**src/rtl/lss_pkg.sv**
```systemverilog
package lss_pkg;

	// Stack geometry
	localparam int STACK_DEPTH = 256;
	localparam int ADDR_W      = $clog2(STACK_DEPTH);
	localparam int CNT_W       = $clog2(STACK_DEPTH + 1);

	// Operation codes
	typedef enum logic [2:0] {
		OP_PUSH   = 3'd0,
		OP_POP    = 3'd1,
		OP_PEEK   = 3'd2,
		OP_SEARCH = 3'd3,
		OP_READ   = 3'd4,
		OP_CLEAR  = 3'd5
	} op_e_t;

	// Status codes
	typedef enum logic [1:0] {
		ST_OK        = 2'd0,
		ST_EMPTY     = 2'd1,
		ST_FULL      = 2'd2,
		ST_NOT_FOUND = 2'd3
	} status_e_t;

	// Sequencer states
	typedef enum logic [1:0] {
		S_IDLE,
		S_READ,
		S_SCAN,
		S_DONE
	} state_t;

	typedef struct packed {
		logic [2:0]         operation;
		logic signed [31:0] value;
		logic [7:0]         depth_index;
	} req_t;

	typedef struct packed {
		logic signed [31:0] result_word;
		logic               found;
		logic [7:0]         position;
		logic [1:0]         status;
		logic               is_empty;
		logic [8:0]         entry_count;
	} rsp_t;

	// Port requests from the sequencer to the word store
	typedef struct packed {
		logic              we;
		logic [ADDR_W-1:0] waddr;
		logic [31:0]       wdata;
		logic [ADDR_W-1:0] raddr;
	} mem_req_t;

endpackage

```
**src/rtl/lss_ctrl.sv**
```systemverilog
module lss_ctrl
	import lss_pkg::*;
(
	input  logic        clk,
	input  logic        arst_n,
	input  logic        req_valid,
	output logic        req_stall,
	input  req_t        req,
	output logic        rsp_valid,
	input  logic        rsp_stall,
	output rsp_t        rsp,
	output mem_req_t    mem_req,
	input  logic [31:0] rd_data
);

	state_t              state_q, state_d;
	logic [CNT_W-1:0]    fill_q, fill_d;
	logic [ADDR_W-1:0]   scan_addr_q, scan_addr_d;
	logic [7:0]          pos_q, pos_d;
	logic signed [31:0]  val_q, val_d;
	rsp_t                res_q, res_d;
	rsp_t                out_q, out_d;
	logic                out_valid_q, out_valid_d;
	logic                match;
	logic [ADDR_W-1:0]   top_addr;

	// Shared compare unit: stored word against the search key
	assign match    = (rd_data == val_q);
	assign top_addr = ADDR_W'(fill_q - CNT_W'(1));

	assign req_stall = (state_q != S_IDLE);
	assign rsp_valid = out_valid_q;
	assign rsp       = out_q;

	// Next state, store port and result fields
	always_comb begin
		state_d        = state_q;
		fill_d         = fill_q;
		scan_addr_d    = scan_addr_q;
		pos_d          = pos_q;
		val_d          = val_q;
		res_d          = res_q;
		out_d          = out_q;
		out_valid_d    = out_valid_q && rsp_stall;
		mem_req.we     = 1'b0;
		mem_req.waddr  = ADDR_W'(fill_q);
		mem_req.wdata  = req.value;
		mem_req.raddr  = scan_addr_q - ADDR_W'(1);

		case (state_q)
			S_IDLE: begin
				if (req_valid) begin
					res_d   = '0;
					state_d = S_DONE;
					case (req.operation)
						OP_PUSH: begin
							if (fill_q == CNT_W'(STACK_DEPTH)) begin
								res_d.status = ST_FULL;
							end else begin
								mem_req.we = 1'b1;
								fill_d     = fill_q + CNT_W'(1);
							end
						end
						OP_POP, OP_PEEK: begin
							if (fill_q == '0) begin
								res_d.status = ST_EMPTY;
							end else begin
								mem_req.raddr = top_addr;
								state_d       = S_READ;
								if (req.operation == OP_POP) begin
									fill_d = fill_q - CNT_W'(1);
								end
							end
						end
						OP_SEARCH: begin
							res_d.status = ST_NOT_FOUND;
							val_d        = req.value;
							if (fill_q != '0) begin
								mem_req.raddr = top_addr;
								scan_addr_d   = top_addr;
								pos_d         = '0;
								state_d       = S_SCAN;
							end
						end
						OP_READ: begin
							if (32'(req.depth_index) < 32'(fill_q)) begin
								mem_req.raddr = ADDR_W'(32'(fill_q) - 32'(req.depth_index)
									- 32'd1);
								state_d       = S_READ;
							end else begin
								res_d.status = ST_NOT_FOUND;
							end
						end
						OP_CLEAR: begin
							fill_d = '0;
						end
						default: begin
						end
					endcase
				end
			end
			S_READ: begin
				// Word from the store is ready
				res_d.result_word = rd_data;
				res_d.found       = 1'b1;
				state_d           = S_DONE;
			end
			S_SCAN: begin
				// Compare one word per cycle, walking down from the top
				if (match) begin
					res_d.result_word = val_q;
					res_d.found       = 1'b1;
					res_d.position    = pos_q;
					res_d.status      = ST_OK;
					state_d           = S_DONE;
				end else if (scan_addr_q == '0) begin
					state_d = S_DONE;
				end else begin
					scan_addr_d = scan_addr_q - ADDR_W'(1);
					pos_d       = (pos_q == 8'hFF) ? pos_q : pos_q + 8'd1;
				end
			end
			S_DONE: begin
				// Hand the result over once the output register is free
				if (!out_valid_q || !rsp_stall) begin
					out_d             = res_q;
					out_d.is_empty    = (fill_q == '0);
					out_d.entry_count = 9'(fill_q);
					out_valid_d       = 1'b1;
					state_d           = S_IDLE;
				end
			end
			default: begin
				state_d = S_IDLE;
			end
		endcase
	end

	// Control registers
	always_ff @(posedge clk or negedge arst_n) begin
		if (!arst_n) begin
			state_q     <= S_IDLE;
			fill_q      <= '0;
			out_valid_q <= 1'b0;
		end else begin
			state_q     <= state_d;
			fill_q      <= fill_d;
			out_valid_q <= out_valid_d;
		end
	end

	// Payload registers
	always_ff @(posedge clk) begin
		scan_addr_q <= scan_addr_d;
		pos_q       <= pos_d;
		val_q       <= val_d;
		res_q       <= res_d;
		out_q       <= out_d;
	end

endmodule

```
**config.mk**
```make
export PLATFORM = sky130hd
export DESIGN_NAME = lss_ctrl
export DESIGN_NICKNAME = d
export VERILOG_FILES = /design/src/rtl/lss_pkg.sv /design/src/rtl/lss_ctrl.sv
export SDC_FILE = /design/constraint.sdc
export NUM_CORES = 1
export LEC_CHECK = 0
export BUFFER_PORTS_ARGS = -buffer_cell sky130_fd_sc_hd__buf_2
export CORE_MARGIN = 1
export CORE_UTILIZATION = 48
export DETAILED_ROUTE_END_ITERATION = 8
export PLACE_DENSITY_LB_ADDON = 0.05
export REMOVE_ABC_BUFFERS = 1
export SYNTH_ARGS = -nofsm -noshare
export SYNTH_HDL_FRONTEND = slang
export SYNTH_SLANG_ARGS = --single-unit
```
**constraint.sdc**
```tcl
create_clock -name clk -period 14.5 [get_ports clk]
set_clock_uncertainty 0.15 [all_clocks]
set_input_delay 1.45 -clock clk [delete_from_list [all_inputs] [get_ports clk]]
set_output_delay 1.45 -clock clk [all_outputs]
set_load 0.01 [all_outputs]
```
==> impl_metrics.toml <==
[layout]
multi_input_area_sq_mm = 0.00256
regArea_sq_mm = 0.00462
fin_nets = 855
syn_to_final_growth_pct = 18.3
fillers = 1274
final_common_cell = "buf_2"
fin_util = 0.589
drive_above_1_share = 0.305
mostFrequentLayoutCells = "buf_2 (182), edfxtp_1 (144), xnor2_1 (47)"

[grt]
overflow = 0
grt_max_degree = 64
grt_pass1_vias = 5046
grt_pass1_wl_microns = 26400
antenna_found_initial = 1
grt_usage = 0.212

[power_and_ir_drop]
power_switching_uw = 203
netSwitchingFraction = 0.204
internal-power_uw = 791
combPwrFrac = 0.058
power_frac_seq = 0.502
p_leak_nw = 3.56
pwr-share-clk = 0.441
ir_drop_v = 0.000105
powerDensity_mw_per_mm2 = 109

[sta]
fin_crit_sh = 0.349
slew_viol_final = 0
fin_tns_setup_ns = 0
worst_pin_slew_ns = 1.21
finalCriticalPeriod_ns = 5.06
rsz0062_at_grt = "no"
hold_ws_ns = 0.268
fmax_mhz = 198
hold_violations = 0
setup_viol = 0
relSlewSlack = 0.193

[placed_design]
portBuffers = 182
dp_hpwl_microns = 11900
gp_congestion = 0.869

[clock_tree]
postCtsHoldBufs = 0
clk_latency_ns = 0.42
cts_max_path_buffers = 2
cts_inserted_buffers = 17
cts.sinks = 156
cts_tree = "done"
htreeDepth = 4
post_cts_resized = 0
post_cts_buffers = 0
root_buffer = "clkbuf_16"
path_clk_slew_ns = 0.06

[yosys]
synth_edf_count = 144
synth_top_area_frac = 0.563
synth_top_family_by_area = "compound AO/OA/AOI/OAI gates"
seq_area_frac_synth = 0.602
syn_area_sq_mm = 0.00768
synth-seq-cells = 156
synth-simple-area-share = 0.0995
async_reset_ff_frac = 0.0769
synth-compound-area-share = 0.108
syn_avg_cell_area_sq_um = 12.6
synth_area_leader_cell = "edfxtp_1"
synth_mux_area_frac = 0.0163
synthCells = 609
yosysWarnings = 0
synthTopCellsByArea = "edfxtp_1 (56%), xnor2_1 (5.4%), ha_1 (4.2%)"
synth_adder_area_share = 0.0449
synth_xor_area_frac = 0.0616
yosys_most_used_dff = "edfxtp_1"
ys_types = 61

[critical_path]
crit_path_end_kind = "output pin"
cp.required_ns = 12.90
rrSetupSlack_ns = 11.59
crit_start = "req[0]"
cpPeakStageDelay_ns = 0.41
timing.rr.start = "val_q[29]$_DFFE_PP_"
path_class = "in -> out"
cp_common_cell = "buf_2"
arrival_ns = 3.46
critical_path.cell_chain = "buf_2 > inv_1 > ha_1 > fa_1 > a21o_1 > a21oi_1 > xnor2_1 > nor3_1 > o21ai_0 > a32oi_1 > buf_2"
setup.worst_path.start_class = "input pin"
cpMaxStageDelayCell = "fa_1"
critPathMaxFanout = 2

[floorplanning]
die_area_sq_mm = 0.0165
core_area_sq_mm = 0.0154
die_x_microns = 129
start_util = 0.498
ios = 183
row_count = 45
die_y_microns = 129

[hold_path]
worstHoldPathType = "reg -> reg"
hp-start = "res_q[37]$_DFFE_PP_"

[run_status]
outcome = "finished clean"

[detailed_routing]
drcViolationCount = 0
drtPass1Iterations = 5
antenna_left = 0
drtIter0Drc = 305
drt-total-wl_microns = 16700
vias = 5106
wire_per_inst_microns = 17.2
vias_per_cell = 5.25

[job]
maxCapViolCount = 0
[registers in the layout (all words and copies together) (netlist names)]
name,count
state_q,2
fill_q,9
rsp_valid,1
pos_q,8
val_q,32
res_q,43
rsp,53
scan_addr_q,8
[cell type report]
| type | instances | share of cell area |
|---|---|---|
| Tap cell | 211 | 0.0290 |
| Sequential cell | 156 | 0.509 |
| Multi-Input combinational cell | 357 | 0.281 |
| Clock buffer | 20 | 0.0480 |
| Antenna cell | 1 | 0.000275 |
| Clock inverter | 11 | 0.0157 |
| Timing Repair Buffer | 187 | 0.104 |
| Inverter | 30 | 0.0124 |
[power by group through the flow]
stage / Combinational, mW / Sequential (mW) / Clock [mW]
global placement: 0.0558 / 0.508 / 0
detailed placement: 0.0572 / 0.508 / 0
finish: 0.0574 / 0.499 / 0.438
floorplan: 0.0262 / 0.507 / 0
CTS: 0.0578 / 0.499 / 0.446
global route: 0.0637 / 0.499 / 0.464
[routing by layer]
metal,wire length [microns],vias up,track usage
li1,-,2480,-
met1,7280,2455,0.267
met2,8180,153,0.354
met3,1110,16,0.0694
met4,132,2,0.0554
met5,13,-,0
[final timing paths]
check / to / depth (start not counted)
min in group asynchronous: fill_q[3]$_DFFE_PN0P_ / 1
setup reg to reg: res_q[32]$_DFFE_PP_ / 6
hold reg to reg: rsp[37]$_DFFE_PP_ / 0
hold / removal: rsp[37]$_DFFE_PP_ / 0
setup / recovery: mem_req[4] / 11
max in group asynchronous: state_q[0]$_DFFE_PN0P_ / 1
[synth_stat cells (all sizes together) (2+ instances only)]
| master | count |
|---|---|
| clkbuf | 17 |
| nor4 | 5 |
| nand4 | 8 |
| a21o | 6 |
| nor2 | 47 |
| edfxtp | 144 |
| nor3 | 15 |
| ha | 26 |
| and2 | 15 |
| o21bai | 2 |
| o22ai | 4 |
| a21oi | 18 |
| nor2b | 4 |
| o221ai | 6 |
| a22o | 4 |
| a22oi | 33 |
| and3 | 5 |
| or2 | 2 |
| buf | 49 |
| dfrtp | 12 |
| inv | 30 |
| nand3 | 10 |
| a21boi | 3 |
| o21a | 4 |
| o2bb2ai | 2 |
| xnor2 | 47 |
| mux2i | 11 |
| nand2 | 21 |
| o32ai | 2 |
| nand2b | 5 |
| or3 | 6 |
| o21ai | 18 |
| a31oi | 5 |
| xor2 | 7 |
[cell families (layout without fill, tap and decap cells)]
| logic type | Yosys count | in the layout |
|---|---|---|
| simple gates | 148 | 148 |
| other cells | 0 | 1 |
| xor+xnor | 54 | 54 |
| mux | 12 | 12 |
| compound gates | 116 | 116 |
| flops | 156 | 156 |
| fa+ha+maj | 27 | 27 |
| buf+inv | 96 | 248 |
[worst max-delay path, delay by kind of cell]
family	cells	cell delay, ns
AOI/OAI and AO/OA	4	0.76
adders and majority gates	2	0.63
and+or+nand+nor	1	0.20
buffers and inverters	3	0.31
xor gates and xnor gates	1	0.11
[per-stage QoR]
step | area, sq um | total power [mW] | setup WS [ns] | std cells
floorplan | 7280 | 0.533 | 8.47 | 543
global placement | 8510 | 0.563 | 9.50 | 941
detailed placement | 8510 | 0.565 | 9.47 | 941
CTS | 9090 | 1.00 | 9.45 | 972
global route | 9090 | 1.03 | 9.33 | 972
finish | 9090 | 0.994 | 9.44 | 973
Note: power is estimated with default switching activity, not from simulation.
